--- src/hw/rtl/amod_pkg.sv ---
// ============================================================================
// amod_pkg
// Shared types and constants of the accelerometer motion and orientation
// detector: configuration set, event codes, axis codes and queue entry.
// ============================================================================
`default_nettype none

package amod_pkg;

    // Slots and fixed-point format of the filter.
    localparam int SLOT_COUNT  = 4;
    localparam int SLOT_W      = 2;
    localparam int FRAC_BITS   = 16;
    localparam int FILT_W      = 32;
    localparam int INT_W       = FILT_W - FRAC_BITS;
    localparam int ONE         = 1 << FRAC_BITS;
    localparam int COEF        = ONE / 10;
    localparam int COEF_W      = FRAC_BITS + 2;
    localparam int PROD_W      = FILT_W + COEF_W;
    localparam logic signed [COEF_W-1:0] COEF_S = COEF_W'(COEF);
    localparam logic signed [COEF_W-1:0] KEEP_S = COEF_W'(ONE - COEF);

    // Depth of the queue between front and back.
    localparam int QUEUE_DEPTH = 4;
    localparam int QPTR_W      = $clog2(QUEUE_DEPTH);

    // Channel and register port widths.
    localparam int S_DATA_W = 64;
    localparam int M_DATA_W = 64;
    localparam int ADDR_W   = 5;

    // Register indexes.
    typedef enum logic [2:0] {
        REG_MOVE_THR     = 3'd0,
        REG_START_COUNT  = 3'd1,
        REG_STOP_COUNT   = 3'd2,
        REG_STABLE_COUNT = 3'd3,
        REG_STREAM_EN    = 3'd4,
        REG_STREAM_SLOT  = 3'd5
    } reg_index_t;

    // Event kinds carried on the result channel.
    typedef enum logic [1:0] {
        EV_MOVED   = 2'd0,
        EV_STOPPED = 2'd1,
        EV_UPAXIS  = 2'd2,
        EV_STREAM  = 2'd3
    } event_kind_t;

    // Axis direction codes.
    localparam logic [2:0] AXIS_UNKNOWN = 3'd0;
    localparam logic [2:0] DIR_POS [3] = '{3'd3, 3'd6, 3'd1};
    localparam logic [2:0] DIR_NEG [3] = '{3'd4, 3'd5, 3'd2};

    // Configuration registers as seen by the front.
    typedef struct packed {
        logic [7:0]        move_thr;
        logic [7:0]        start_count;
        logic [7:0]        stop_count;
        logic [7:0]        stable_count;
        logic              stream_en;
        logic [SLOT_W-1:0] stream_slot;
    } cfg_t;

    // Which results one sample causes, in delivery priority order.
    typedef struct packed {
        logic upaxis;
        logic moved;
        logic stopped;
        logic stream;
    } ev_mask_t;

    // One queue entry: everything the back needs to emit a sample's results.
    typedef struct packed {
        logic [SLOT_W-1:0] slot;
        logic [31:0]       stamp;
        logic [2:0]        dir;
        logic [2:0]        up_axis;
        logic [8:0]        rep_x;
        logic [8:0]        rep_y;
        logic [7:0]        rep_z;
        ev_mask_t          mask;
    } job_t;

endpackage

`default_nettype wire

--- src/hw/rtl/amod_queue.sv ---
// ============================================================================
// amod_queue
// Short first-in first-out queue of pending result jobs between the front
// and the back.
// ============================================================================
`default_nettype none

module amod_queue (
    input  wire logic          aclk,
    input  wire logic          aresetn,
    input  wire logic          push,
    input  amod_pkg::job_t     push_job,
    output logic               full,
    input  wire logic          pop,
    output logic               head_valid,
    output amod_pkg::job_t     head_job
);

    amod_pkg::job_t               mem [amod_pkg::QUEUE_DEPTH];
    logic [amod_pkg::QPTR_W-1:0]  wr_ptr_reg, wr_ptr_next;
    logic [amod_pkg::QPTR_W-1:0]  rd_ptr_reg, rd_ptr_next;
    logic [amod_pkg::QPTR_W:0]    count_reg, count_next;

    // Pointer and fill count update.
    always_comb begin
        wr_ptr_next = wr_ptr_reg + (push ? 1'b1 : 1'b0);
        rd_ptr_next = rd_ptr_reg + (pop ? 1'b1 : 1'b0);
        count_next  = count_reg + (push ? 1'b1 : 1'b0) - (pop ? 1'b1 : 1'b0);
    end

    always_ff @(posedge aclk) begin
        if (!aresetn) begin
            wr_ptr_reg <= '0;
            rd_ptr_reg <= '0;
            count_reg  <= '0;
        end else begin
            wr_ptr_reg <= wr_ptr_next;
            rd_ptr_reg <= rd_ptr_next;
            count_reg  <= count_next;
        end
    end

    // Storage.
    always_ff @(posedge aclk) begin
        if (push) begin
            mem[wr_ptr_reg] <= push_job;
        end
    end

    assign full       = (count_reg == (amod_pkg::QPTR_W+1)'(amod_pkg::QUEUE_DEPTH));
    assign head_valid = (count_reg != '0);
    assign head_job   = mem[rd_ptr_reg];

endmodule

`default_nettype wire

--- src/hw/rtl/amod_front.sv ---
// ============================================================================
// amod_front
// Accepts samples, updates the per-slot filter, motion counter and up-axis
// debounce over two stages, and queues the set of results each sample causes.
// ============================================================================
`default_nettype none

module amod_front (
    input  wire logic                          aclk,
    input  wire logic                          aresetn,
    input  amod_pkg::cfg_t                     cfg,
    input  wire logic                          s_tvalid,
    output logic                               s_tready,
    input  wire logic [amod_pkg::S_DATA_W-1:0] s_tdata,
    input  wire logic                          q_full,
    output logic                               push,
    output amod_pkg::job_t                     push_job
);

    // Per-slot state.
    logic signed [amod_pkg::FILT_W-1:0] filt_reg [amod_pkg::SLOT_COUNT][3];
    logic [7:0] mcount_reg   [amod_pkg::SLOT_COUNT];
    logic       moving_reg   [amod_pkg::SLOT_COUNT];
    logic [2:0] last_dir_reg [amod_pkg::SLOT_COUNT];
    logic [2:0] rep_up_reg   [amod_pkg::SLOT_COUNT];
    logic [2:0] cand_up_reg  [amod_pkg::SLOT_COUNT];
    logic [7:0] cand_cnt_reg [amod_pkg::SLOT_COUNT];

    // Second stage registers.
    logic                                busy_reg;
    logic [amod_pkg::SLOT_W-1:0]         b_slot_reg;
    logic [31:0]                         b_stamp_reg;
    logic signed [7:0]                   b_a_reg [3];
    logic [7:0]                          b_mc1_reg;
    logic                                b_skip_reg;
    logic signed [amod_pkg::PROD_W-1:0]  b_keep_reg [3];
    logic signed [amod_pkg::FILT_W-1:0]  b_in_reg [3];

    // First stage signals.
    logic                                accept;
    logic [amod_pkg::SLOT_W-1:0]         in_slot;
    logic signed [7:0]                   in_a [3];
    logic signed [amod_pkg::FILT_W-1:0]  filt_a [3];
    logic signed [amod_pkg::FILT_W-1:0]  sh_a [3];
    logic signed [17:0]                  diff_a [3];
    logic [17:0]                         dabs_a [3];
    logic                                now_a;
    logic                                skip_a;
    logic [7:0]                          mc_a;
    logic                                mov_a;
    logic [7:0]                          mc1_a;
    logic signed [amod_pkg::PROD_W-1:0]  keep_a [3];
    logic signed [amod_pkg::FILT_W-1:0]  in_prod_a [3];

    // Second stage signals.
    logic signed [amod_pkg::FILT_W-1:0]  nf_b [3];
    logic signed [amod_pkg::FILT_W-1:0]  nsh_b [3];
    logic signed [amod_pkg::INT_W-1:0]   v_b [3];
    logic [amod_pkg::INT_W:0]            m_b [3];
    logic [amod_pkg::INT_W:0]            maxmag_b;
    logic [2:0]                          dir_b;
    logic                                changed_b;
    logic [2:0]                          cand_b;
    logic [2:0]                          rep_b;
    logic [7:0]                          ccnt_b;
    logic [7:0]                          mc_b;
    logic                                mov_b;
    amod_pkg::ev_mask_t                  mask_b;

    assign s_tready = !busy_reg && !q_full;
    assign accept   = s_tvalid && s_tready;

    // Unpack the sample and read its slot state.
    always_comb begin
        in_slot = s_tdata[1:0];
        in_a[0] = s_tdata[9:2];
        in_a[1] = s_tdata[17:10];
        in_a[2] = s_tdata[25:18];
        mc_a    = mcount_reg[in_slot];
        mov_a   = moving_reg[in_slot];
        now_a   = 1'b0;
        for (int k = 0; k < 3; k++) begin
            filt_a[k]    = filt_reg[in_slot][k];
            sh_a[k]      = filt_a[k] >>> amod_pkg::FRAC_BITS;
            diff_a[k]    = 18'(signed'(sh_a[k][amod_pkg::INT_W-1:0])) - 18'(in_a[k]);
            dabs_a[k]    = diff_a[k][17] ? 18'(-diff_a[k]) : 18'(diff_a[k]);
            if (dabs_a[k] >= 18'(cfg.move_thr)) begin
                now_a = 1'b1;
            end
            keep_a[k]    = filt_a[k] * amod_pkg::KEEP_S;
            in_prod_a[k] = in_a[k] * amod_pkg::COEF_S;
        end
    end

    // Motion counter hysteresis and filter hold.
    always_comb begin
        skip_a = 1'b0;
        mc1_a  = mc_a;
        if (now_a) begin
            skip_a = !mov_a && (mc_a <= 8'd1);
            if ((!mov_a || (mc_a < cfg.stop_count)) && (mc_a != 8'hFF)) begin
                mc1_a = mc_a + 8'd1;
            end
        end else if (mc_a != 8'd0) begin
            mc1_a = mc_a - 8'd1;
        end
    end

    // First to second stage.
    always_ff @(posedge aclk) begin
        if (!aresetn) begin
            busy_reg <= 1'b0;
        end else begin
            busy_reg <= accept;
        end
    end

    always_ff @(posedge aclk) begin
        if (accept) begin
            b_slot_reg  <= in_slot;
            b_stamp_reg <= s_tdata[57:26];
            b_mc1_reg   <= mc1_a;
            b_skip_reg  <= skip_a;
            for (int k = 0; k < 3; k++) begin
                b_a_reg[k]    <= in_a[k];
                b_keep_reg[k] <= keep_a[k];
                b_in_reg[k]   <= in_prod_a[k];
            end
        end
    end

    // New filter value and dominant axis.
    always_comb begin
        maxmag_b = '0;
        dir_b    = amod_pkg::AXIS_UNKNOWN;
        for (int k = 0; k < 3; k++) begin
            nf_b[k]  = b_skip_reg ? filt_reg[b_slot_reg][k]
                     : b_in_reg[k] + amod_pkg::FILT_W'(b_keep_reg[k] >>> amod_pkg::FRAC_BITS);
            nsh_b[k] = nf_b[k] >>> amod_pkg::FRAC_BITS;
            v_b[k]   = nsh_b[k][amod_pkg::INT_W-1:0];
            m_b[k]   = v_b[k][amod_pkg::INT_W-1] ? (amod_pkg::INT_W+1)'(-v_b[k])
                                                 : (amod_pkg::INT_W+1)'(v_b[k]);
            if (m_b[k] > maxmag_b) begin
                maxmag_b = m_b[k];
                dir_b    = (v_b[k] > 0) ? amod_pkg::DIR_POS[k] : amod_pkg::DIR_NEG[k];
            end
        end
    end

    // Up-axis debounce and motion events.
    always_comb begin
        changed_b = (last_dir_reg[b_slot_reg] != amod_pkg::AXIS_UNKNOWN)
                 && (last_dir_reg[b_slot_reg] != dir_b);
        cand_b    = cand_up_reg[b_slot_reg];
        rep_b     = rep_up_reg[b_slot_reg];
        ccnt_b    = cand_cnt_reg[b_slot_reg];
        mc_b      = b_mc1_reg;
        mov_b     = moving_reg[b_slot_reg];
        mask_b    = '0;
        if (dir_b == cand_b) begin
            if (cand_b != rep_b) begin
                if (ccnt_b != 8'hFF) begin
                    ccnt_b = ccnt_b + 8'd1;
                end
                if (ccnt_b >= cfg.stable_count) begin
                    mask_b.upaxis = 1'b1;
                    rep_b         = cand_b;
                end
            end else begin
                ccnt_b = 8'd0;
            end
        end else begin
            ccnt_b = 8'd0;
            cand_b = dir_b;
        end
        if (changed_b || ((b_mc1_reg >= cfg.start_count) && !mov_b)) begin
            mask_b.moved = 1'b1;
            mov_b        = 1'b1;
            mc_b         = cfg.stop_count;
        end else if ((b_mc1_reg == 8'd0) && mov_b) begin
            if (cand_b != rep_b) begin
                mask_b.upaxis = 1'b1;
                rep_b         = cand_b;
            end
            mask_b.stopped = 1'b1;
            mov_b          = 1'b0;
        end
        mask_b.stream = cfg.stream_en && (cfg.stream_slot == b_slot_reg);
    end

    // Queue entry for the back.
    always_comb begin
        push_job.slot    = b_slot_reg;
        push_job.stamp   = b_stamp_reg;
        push_job.dir     = dir_b;
        push_job.up_axis = cand_b;
        push_job.rep_x   = 9'(-(9'(b_a_reg[2])));
        push_job.rep_y   = 9'(-(9'(b_a_reg[0])));
        push_job.rep_z   = b_a_reg[1];
        push_job.mask    = mask_b;
        push             = busy_reg && (mask_b != '0);
    end

    // Slot state write back.
    always_ff @(posedge aclk) begin
        if (!aresetn) begin
            for (int i = 0; i < amod_pkg::SLOT_COUNT; i++) begin
                for (int k = 0; k < 3; k++) begin
                    filt_reg[i][k] <= '0;
                end
                mcount_reg[i]   <= '0;
                moving_reg[i]   <= 1'b0;
                last_dir_reg[i] <= amod_pkg::AXIS_UNKNOWN;
                rep_up_reg[i]   <= amod_pkg::AXIS_UNKNOWN;
                cand_up_reg[i]  <= amod_pkg::AXIS_UNKNOWN;
                cand_cnt_reg[i] <= '0;
            end
        end else if (busy_reg) begin
            for (int k = 0; k < 3; k++) begin
                filt_reg[b_slot_reg][k] <= nf_b[k];
            end
            mcount_reg[b_slot_reg]   <= mc_b;
            moving_reg[b_slot_reg]   <= mov_b;
            last_dir_reg[b_slot_reg] <= dir_b;
            rep_up_reg[b_slot_reg]   <= rep_b;
            cand_up_reg[b_slot_reg]  <= cand_b;
            cand_cnt_reg[b_slot_reg] <= ccnt_b;
        end
    end

endmodule

`default_nettype wire

--- src/hw/rtl/amod_back.sv ---
// ============================================================================
// amod_back
// Takes queued jobs and, while the receiver is ready, delivers their results
// one per cycle through an output register, marking the last of each sample.
// ============================================================================
`default_nettype none

module amod_back (
    input  wire logic                          aclk,
    input  wire logic                          aresetn,
    input  wire logic                          q_valid,
    input  amod_pkg::job_t                     q_job,
    output logic                               q_pop,
    output logic                               m_tvalid,
    input  wire logic                          m_tready,
    output logic [amod_pkg::M_DATA_W-1:0]      m_tdata,
    output logic [1:0]                         m_tuser,
    output logic                               m_tlast
);

    logic                              work_valid_reg;
    amod_pkg::job_t                    work_reg;
    amod_pkg::ev_mask_t                mask_reg, mask_next;
    amod_pkg::ev_mask_t                first;
    logic                              last;
    logic                              advance;
    logic                              out_valid_reg;
    logic [amod_pkg::M_DATA_W-1:0]     out_data_reg;
    amod_pkg::event_kind_t             out_kind_reg;
    logic                              out_last_reg;
    amod_pkg::event_kind_t             kind;
    logic [2:0]                        axis;
    logic [8:0]                        rx;
    logic [8:0]                        ry;
    logic [7:0]                        rz;

    // Pick the next result of the current job.
    always_comb begin
        first = '0;
        kind  = amod_pkg::EV_STREAM;
        axis  = amod_pkg::AXIS_UNKNOWN;
        rx    = work_reg.rep_x;
        ry    = work_reg.rep_y;
        rz    = work_reg.rep_z;
        priority if (mask_reg.upaxis) begin
            first.upaxis = 1'b1;
            kind         = amod_pkg::EV_UPAXIS;
            axis         = work_reg.up_axis;
            rx           = '0;
            ry           = '0;
            rz           = '0;
        end else if (mask_reg.moved) begin
            first.moved = 1'b1;
            kind        = amod_pkg::EV_MOVED;
            axis        = work_reg.dir;
        end else if (mask_reg.stopped) begin
            first.stopped = 1'b1;
            kind          = amod_pkg::EV_STOPPED;
            rx            = '0;
            ry            = '0;
            rz            = '0;
        end else begin
            first.stream = 1'b1;
        end
        mask_next = mask_reg & ~first;
        last      = (mask_next == '0);
    end

    assign advance = work_valid_reg && (!out_valid_reg || m_tready);
    assign q_pop   = q_valid && (!work_valid_reg || (advance && last));

    // Current job.
    always_ff @(posedge aclk) begin
        if (!aresetn) begin
            work_valid_reg <= 1'b0;
        end else if (q_pop) begin
            work_valid_reg <= 1'b1;
        end else if (advance && last) begin
            work_valid_reg <= 1'b0;
        end
    end

    always_ff @(posedge aclk) begin
        if (q_pop) begin
            work_reg <= q_job;
            mask_reg <= q_job.mask;
        end else if (advance) begin
            mask_reg <= mask_next;
        end
    end

    // Output register.
    always_ff @(posedge aclk) begin
        if (!aresetn) begin
            out_valid_reg <= 1'b0;
        end else if (advance) begin
            out_valid_reg <= 1'b1;
        end else if (m_tready) begin
            out_valid_reg <= 1'b0;
        end
    end

    always_ff @(posedge aclk) begin
        if (advance) begin
            out_data_reg <= {1'b0, rz, ry, rx, axis, work_reg.stamp, work_reg.slot};
            out_kind_reg <= kind;
            out_last_reg <= last;
        end
    end

    assign m_tvalid = out_valid_reg;
    assign m_tdata  = out_data_reg;
    assign m_tuser  = out_kind_reg;
    assign m_tlast  = out_last_reg;

endmodule

`default_nettype wire

--- src/hw/rtl/accel_motion_and_orientation_detector_unit.sv ---
// ============================================================================
// accel_motion_and_orientation_detector_unit
// Per-slot accelerometer motion and up-axis detector with a register port.
// ============================================================================
// An accepted sample passes the second front stage, the queue, the back's job
// register and the output register. The front takes no new sample while one is
// in its second stage (filter sum and state write back) or the queue is full;
// the back delivers one result per cycle while the receiver is ready.
// Reset: synchronous, active low; clears all slot state and loads register
// defaults. No clearing pass is needed.
`default_nettype none

module accel_motion_and_orientation_detector_unit (
    input  wire logic                          aclk,
    input  wire logic                          aresetn,
    // Register port.
    input  wire logic                          psel,
    input  wire logic                          penable,
    input  wire logic                          pwrite,
    input  wire logic [amod_pkg::ADDR_W-1:0]   paddr,
    input  wire logic [31:0]                   pwdata,
    output logic [31:0]                        prdata,
    output logic                               pready,
    // Samples.
    input  wire logic                          s_tvalid,
    output logic                               s_tready,
    // slot[1:0], accel_x[9:2], accel_y[17:10], accel_z[25:18], time_stamp[57:26]
    input  wire logic [amod_pkg::S_DATA_W-1:0] s_tdata,
    // Results.
    output logic                               m_tvalid,
    input  wire logic                          m_tready,
    // slot_out[1:0], stamp_out[33:2], axis_code[36:34], report_x[45:37],
    // report_y[54:46], report_z[62:55]
    output logic [amod_pkg::M_DATA_W-1:0]      m_tdata,
    // event_kind[1:0]
    output logic [1:0]                         m_tuser,
    output logic                               m_tlast
);

    amod_pkg::cfg_t    cfg_reg;
    amod_pkg::job_t    push_job;
    amod_pkg::job_t    head_job;
    logic              push;
    logic              q_full;
    logic              head_valid;
    logic              pop;
    logic              wr_en;
    logic [2:0]        reg_idx;

    assign pready  = 1'b1;
    assign wr_en   = psel && penable && pwrite && pready;
    assign reg_idx = paddr[amod_pkg::ADDR_W-1:2];

    // Register writes.
    always_ff @(posedge aclk) begin
        if (!aresetn) begin
            cfg_reg.move_thr     <= 8'd3;
            cfg_reg.start_count  <= 8'd5;
            cfg_reg.stop_count   <= 8'd5;
            cfg_reg.stable_count <= 8'd15;
            cfg_reg.stream_en    <= 1'b0;
            cfg_reg.stream_slot  <= '0;
        end else if (wr_en) begin
            case (reg_idx)
                amod_pkg::REG_MOVE_THR:     cfg_reg.move_thr     <= pwdata[7:0];
                amod_pkg::REG_START_COUNT:  cfg_reg.start_count  <= pwdata[7:0];
                amod_pkg::REG_STOP_COUNT:   cfg_reg.stop_count   <= pwdata[7:0];
                amod_pkg::REG_STABLE_COUNT: cfg_reg.stable_count <= pwdata[7:0];
                amod_pkg::REG_STREAM_EN:    cfg_reg.stream_en    <= pwdata[0];
                amod_pkg::REG_STREAM_SLOT:  cfg_reg.stream_slot  <= pwdata[1:0];
                default: ;
            endcase
        end
    end

    // Register reads.
    always_comb begin
        case (reg_idx)
            amod_pkg::REG_MOVE_THR:     prdata = 32'(cfg_reg.move_thr);
            amod_pkg::REG_START_COUNT:  prdata = 32'(cfg_reg.start_count);
            amod_pkg::REG_STOP_COUNT:   prdata = 32'(cfg_reg.stop_count);
            amod_pkg::REG_STABLE_COUNT: prdata = 32'(cfg_reg.stable_count);
            amod_pkg::REG_STREAM_EN:    prdata = 32'(cfg_reg.stream_en);
            amod_pkg::REG_STREAM_SLOT:  prdata = 32'(cfg_reg.stream_slot);
            default:                    prdata = '0;
        endcase
    end

    amod_front u_front (
        .aclk     (aclk),
        .aresetn  (aresetn),
        .cfg      (cfg_reg),
        .s_tvalid (s_tvalid),
        .s_tready (s_tready),
        .s_tdata  (s_tdata),
        .q_full   (q_full),
        .push     (push),
        .push_job (push_job)
    );

    amod_queue u_queue (
        .aclk       (aclk),
        .aresetn    (aresetn),
        .push       (push),
        .push_job   (push_job),
        .full       (q_full),
        .pop        (pop),
        .head_valid (head_valid),
        .head_job   (head_job)
    );

    amod_back u_back (
        .aclk     (aclk),
        .aresetn  (aresetn),
        .q_valid  (head_valid),
        .q_job    (head_job),
        .q_pop    (pop),
        .m_tvalid (m_tvalid),
        .m_tready (m_tready),
        .m_tdata  (m_tdata),
        .m_tuser  (m_tuser),
        .m_tlast  (m_tlast)
    );

endmodule

`default_nettype wire

--- config.mk ---
export PLATFORM = sky130hd
export DESIGN_NAME = accel_motion_and_orientation_detector_unit
export DESIGN_NICKNAME = d
export VERILOG_FILES = /design/src/hw/rtl/amod_pkg.sv /design/src/hw/rtl/amod_queue.sv /design/src/hw/rtl/amod_front.sv /design/src/hw/rtl/amod_back.sv /design/src/hw/rtl/accel_motion_and_orientation_detector_unit.sv
export SDC_FILE = /design/constraint.sdc
export NUM_CORES = 2
export LEC_CHECK = 0
export ABC_CLOCK_PERIOD_IN_PS = 36500
export BUFFER_PORTS_ARGS = -buffer_cell sky130_fd_sc_hd__buf_2
export CORE_MARGIN = 5
export CORE_UTILIZATION = 60
export CTS_CLUSTER_DIAMETER = 100
export CTS_CLUSTER_SIZE = 24
export DETAILED_ROUTE_END_ITERATION = 10
export GPL_TIMING_DRIVEN = 0
export PLACE_DENSITY = 0.85
export SLEW_MARGIN = 25
export SYNTH_ARGS = -nofsm -noshare
export SYNTH_HDL_FRONTEND = slang
export SYNTH_SLANG_ARGS = --single-unit
--- constraint.sdc ---
create_clock -name aclk -period 36.5 [get_ports aclk]
set_clock_uncertainty 0.2 [all_clocks]
set_input_delay 5.475 -clock aclk [delete_from_list [all_inputs] [get_ports aclk]]
set_output_delay 5.475 -clock aclk [all_outputs]
set_load 0.03 [all_outputs]
Yosys cells after proc, flatten, opt, wreduce, memory -nomap -nowiden
Memory sizes are Yosys's and may differ from the RTL's. A register that Yosys moved wholly into a read port is not among the register bits.
Cells that the tools add are included.
{ "totals": {"reg_bits": 224, "mem_bits_rw": 1038, "n_memories": 11} }
{ "op_classes": {"add_sub_neg": 21, "n_eq_ne": 13, "muxes": 110, "n_bitwise": 2, "reduce_logical": 48, "n_mul": 6, "n_lt_le_gt_ge": 13} }
{ "memory_table": {"columns": ["name", "depth", "width", "rd", "rd_ports_with_merged_regs", "write_ports", "line", "rtl"], "rows": [
  ["u_front.filt_reg", 4, 96, 2, 1, 4, "amod_front.sv:21", "logic signed [amod_pkg::FILT_W-1:0] filt_reg [amod_pkg::SLOT_COUNT][3];"],
  ["u_queue.mem", 4, 70, 1, 1, 1, "amod_queue.sv:19", "amod_pkg::job_t mem [amod_pkg::QUEUE_DEPTH];"],
  ["u_front.b_keep_reg", 3, 50, 3, 0, 3, "amod_front.sv:36", "logic signed [amod_pkg::PROD_W-1:0] b_keep_reg [3];"],
  ["u_front.b_in_reg", 3, 32, 3, 0, 3, "amod_front.sv:37", "logic signed [amod_pkg::FILT_W-1:0] b_in_reg [3];"],
  ["u_front.cand_cnt_reg", 4, 8, 1, 1, 4, "amod_front.sv:27", "logic [7:0] cand_cnt_reg [amod_pkg::SLOT_COUNT];"],
  ["u_front.mcount_reg", 4, 8, 1, 0, 4, "amod_front.sv:22", "logic [7:0] mcount_reg [amod_pkg::SLOT_COUNT];"],
  ["+5 memories", null, null, null, null, null, null, null]
]} }
{ "ops": {"columns": ["cell", "count"], "rows": [
  ["32-bit by 17-bit multiplier with 49-bit output (second input constant)", 3],
  ["8-bit two-way mux", 13],
  ["32-bit adder", 3],
  ["32-bit two-way mux", 3],
  ["96-bit two-way mux", 1],
  ["96-bit OR reduction", 1],
  ["17-bit two-way mux", 5],
  ["8-bit by 14-bit multiplier with 22-bit output (second input constant)", 3],
  ["18-bit by 8-bit greater-or-equal comparator with 1-bit output", 3],
  ["18-bit two-way mux", 3],
  ["18-bit negator", 3],
  ["3-bit two-way mux", 17],
  ["16-bit negator with 17-bit output", 3],
  ["16-bit by 8-bit subtractor with 17-bit output", 3],
  ["16-bit by 1-bit greater-than comparator with 1-bit output (second input constant)", 3],
  ["8-bit case mux with 6 select lines", 1],
  ["1-bit two-way mux", 42],
  ["2-bit two-way mux", 19],
  ["9-bit two-way mux", 4],
  ["17-bit greater-than comparator", 2],
  ["8-bit negator with 9-bit output", 2],
  ["17-bit by 1-bit greater-than comparator with 1-bit output (second input constant)", 1],
  ["8-bit by 1-bit adder with 8-bit output (second input constant)", 2],
  ["8-bit greater-or-equal comparator", 2],
  ["31 further kinds", 71]
]} }

Longest topological paths before layout
An unclocked memory read counts as a cell.
{ "logic_depth": {"depth_word": 26, "depth_mapped": 53, "depth_no_buf": 51} }

Hierarchy
A second synthesis with hierarchy kept.
{ "hier_totals": {"cells_unflattened": 7609, "hier_area_um2": 91211.2} }
{ "by_module_without_submodules": {"columns": ["mod", "cells_each", "area_per_inst_um2", "instances"], "rows": [
  ["amod_front", 6809, 74237.4, 1],
  ["amod_queue", 398, 10523.8, 1],
  ["amod_back", 210, 4568.1, 1],
  ["accel_motion_and_orientation_detector_unit", 192, 1881.8, 1]
]} }

Worst setup path after synthesis
OpenSTA, ideal clock, no wires.
{ "synth_path": {"kind": "in2reg", "from": "input port s_tdata[0] (netlist name)", "to": "memory u_front.b_keep_reg[0][97] (netlist name), data pin", "arrival_time_ns": 14.972, "t_required_ns": 36.040, "slack_ns": 21.068, "setup_time_ns": 0.260, "stages": 31, "cell_sequence": "clkbuf_1 -> clkbuf_1 -> clkbuf_1 -> buf_1 -> buf_1 -> mux4_2 -> ha_1 -> inv_1 -> fa_1 -> inv_1 -> fa_1 -> fa_1 -> fa_1 -> inv_1 -> fa_1 -> inv_1 -> ha_1 -> o21a_1 -> o21ai_0 -> nor2_1 -> a211oi_1 -> o21ai_0 -> a2111o_1 -> a221o_1 -> a21oi_1 -> o21ai_0 -> o31a_1 -> a211o_1 -> o31a_1 -> a21oi_1 -> xnor2_1"} }
{ "synth_lines": {"columns": ["item", "line", "rtl"], "rows": [
  ["from (decl)", "accel_motion_and_orientation_detector_unit.sv:28", "input wire logic [amod_pkg::S_DATA_W-1:0] s_tdata,"],
  ["to (decl)", "amod_front.sv:36", null]
]} }

==> results.json <==
{
  "cts.sinks": 1171,
  "worst_pin_slew_ns": 1.21,
  "avgSynthCellArea_um2": 11.8,
  "cts.path.max_buffers": 3,
  "setup_violations": 0,
  "hold_path_class": "register to register",
  "die_y_um": 402,
  "finalMaxSlewViolations": 0,
  "overflow": 0,
  "netlist_area_um2": 92100,
  "cts_buffers": 58,
  "ff2ff_path_depth": 45,
  "post-cts-setup-buffers": 0,
  "hold_viol": 0,
  "final.setup.tns_ns": 0,
  "row_count": 143,
  "layout-drive-gt1-share": 0.0914,
  "portBuffers": 150,
  "hold_path_depth": 0,
  "drt_iter0_markers": 7585,
  "ant_nets": 0,
  "slowest_delay_ns": 0.74,
  "use_met1": 0.410,
  "yosysMostFrequentCell": "inv_1",
  "largest_reg_flops": 384,
  "finalCritPeriodShare": 0.458,
  "ios": 210,
  "cts_tree": "done",
  "post_drt_wl_per_cell_um": 25.6,
  "grt_busiest_layer": "met2",
  "yosysSeqAreaShare": 0.376,
  "clkTransAtPathRegs_ns": 0.09,
  "synth_cell_type_count": 102,
  "routed-via-count": 64000,
  "max_slew_margin": 0.195,
  "worstPathRequired_ns": 36.79,
  "synth_cells": 7821,
  "htreeDepth": 2,
  "clock-root-buffer": "clkbuf_16",
  "antenna_found_initial": 14,
  "syn_to_final_growth_pct": 6.63,
  "gp_congestion": 1.01,
  "firstDrtPassIters": 8,
  "fin_nets": 9816,
  "grtUsageMet2": 0.511,
  "synth_warnings": 0,
  "yosysTopAreaCellShare": 0.366,
  "dieArea_um2": 161000,
  "crit_slowest_cell": "a211oi_1",
  "period_minus_slack_ns": 16.72,
  "outcome": "finished, final reports clean",
  "maxCapViolCount": 0,
  "synth_edf_count": 1121,
  "insertion_delay_ns": 0.74,
  "cts_resized": 0,
  "dp_hpwl_mm": 205,
  "die-width_um": 402,
  "hold_buffers": 0,
  "crit_top_cell": "fa_1",
  "synth_common_cells": "inv_1, edfxtp_1, ha_1",
  "rsz0062_at_grt": "no",
  "synthFlopType": "edfxtp_1",
  "async_flop_share": 0,
  "start_util": 0.605,
  "critPathArrivalTime_ns": 17.01,
  "use_met3": 0.0848,
  "max_freq_ghz": 0.0598,
  "synth_top_area_cell": "edfxtp_1",
  "critical_path_class": "primary input to register",
  "ys_top_cells_by_area": "edfxtp_1, fa_1, ha_1",
  "grt_pass1_wl_mm": 392,
  "grt_usage": 0.320,
  "worst-path-max-fanout": 10,
  "core_um2": 152000,
  "fillers": 11100,
  "ys_ff_latch": 1171,
  "grt_pass1_vias": 65700,
  "drc_errors": 0,
  "postRouteWirelength_mm": 260,
  "grt_max_degree": 56,
  "crit_path_end_kind": "register",
  "viasPerCell": 6.28,
  "setup.worst_path.start_class": "primary input"
}
## layout make-up
| cell class | count | area (um^2) | share of cell area |
|---|---|---|---|
| Multi-Input combinational cell | 5071 | 51500 | 0.524 |
| Sequential cell | 1171 | 34700 | 0.353 |
| Inverter | 1358 | 5100 | 0.0519 |
| Tap cell | 2030 | 2540 | 0.0259 |
| Clock buffer | 77 | 1530 | 0.0155 |
| Timing Repair Buffer | 201 | 1510 | 0.0154 |
| Buffer | 249 | 1140 | 0.0116 |
| Clock inverter | 13 | 201 | 0.00205 |
| Antenna cell | 16 | 40.0 | 0.000408 |
## routing by layer
| layer | vias up | wire (um) |
|---|---|---|
| li1 | 27600 | - |
| met1 | 31600 | 92400 |
| met2 | 3910 | 121000 |
| met3 | 861 | 31200 |
| met4 | 6 | 15600 |
| met5 | - | 44 |
## placed cells by master, fill, tap and decap left out, types with 18 or more instances in the layout
master,instances
conb_1,30
or3_1,49
o31a_1,21
and3_1,42
a21o_1,98
clkbuf_2,29
nor4_1,21
a211oi_1,37
a21oi_1,307
xor2_1,92
inv_1,1357
and2_1,100
clkbuf_1,161
mux2i_1,92
o21bai_1,44
xnor2_1,238
nand3_1,88
nor3_1,110
buf_4,45
ha_1,829
nand4_1,35
dfxtp_1,50
a31oi_1,38
mux4_2,296
edfxtp_1,1121
buf_2,186
or4_1,18
o21ai_0,202
o21a_1,55
nor2_1,715
fa_1,769
nor2b_1,94
o211ai_1,22
nand2b_1,57
clkbuf_16,58
nand2_1,234
o31ai_1,19
a21boi_0,27
## worst max-delay path: cells and delay by family
family / cells / cell delay [ns]
adders and majority gates: 7 / 3.15
and+or+nand+nor: 1 / 0.08
xor gates and xnor gates: 1 / 0.09
AOI/OAI and AO/OA: 12 / 4.19
buffers and inverters: 10 / 3.33
muxes: 1 / 0.67
## cells by family (layout without fill, tap and decap cells)
kind of cell,count (synthesis),after routing,share of synthesized area
AOI/OAI and AO/OA,1059,1059,0.0757
adders and majority gates,1599,1599,0.280
xor gates and xnor gates,330,330,0.0314
other,2,46,0.0000816
and+or+nand+nor,1651,1651,0.0851
DFF,1171,1171,0.376
buffers and inverters,1607,1898,0.0671
muxes,402,402,0.0841
## path summary, 6_finish.rpt
path                            start                         to  slack (ns)
hold / removal    u_back.work_reg[53]         u_back.m_tdata[19]        0.23
hold reg to reg   u_back.work_reg[53]         u_back.m_tdata[19]        0.23
setup / recovery           s_tdata[0]  u_front.b_keep_reg[0][97]       19.78
setup reg to reg             register         u_queue.mem[1][52]       21.15
## through the flow
| step | cell area, um^2 | worst slack, ns | cells | hold slack, ns | utilization |
|---|---|---|---|---|---|
| after floorplan | 92200 | 21.07 | 7849 | 0.200 | - |
| after global placement | 95500 | 14.33 | 10000 | 0.202 | 0.627 |
| after detailed placement | 96400 | 18.75 | 10100 | 0.205 | 0.633 |
| after CTS | 98100 | 19.50 | 10200 | 0.226 | 0.644 |
| after global routing | 98100 | 19.32 | 10200 | 0.237 | 0.645 |
| final | 98200 | 19.78 | 10200 | 0.226 | 0.645 |
Power is left out: the tool's default activity adds up to more than one toggle a clock period on the data nets, which glitch-free logic cannot reach.
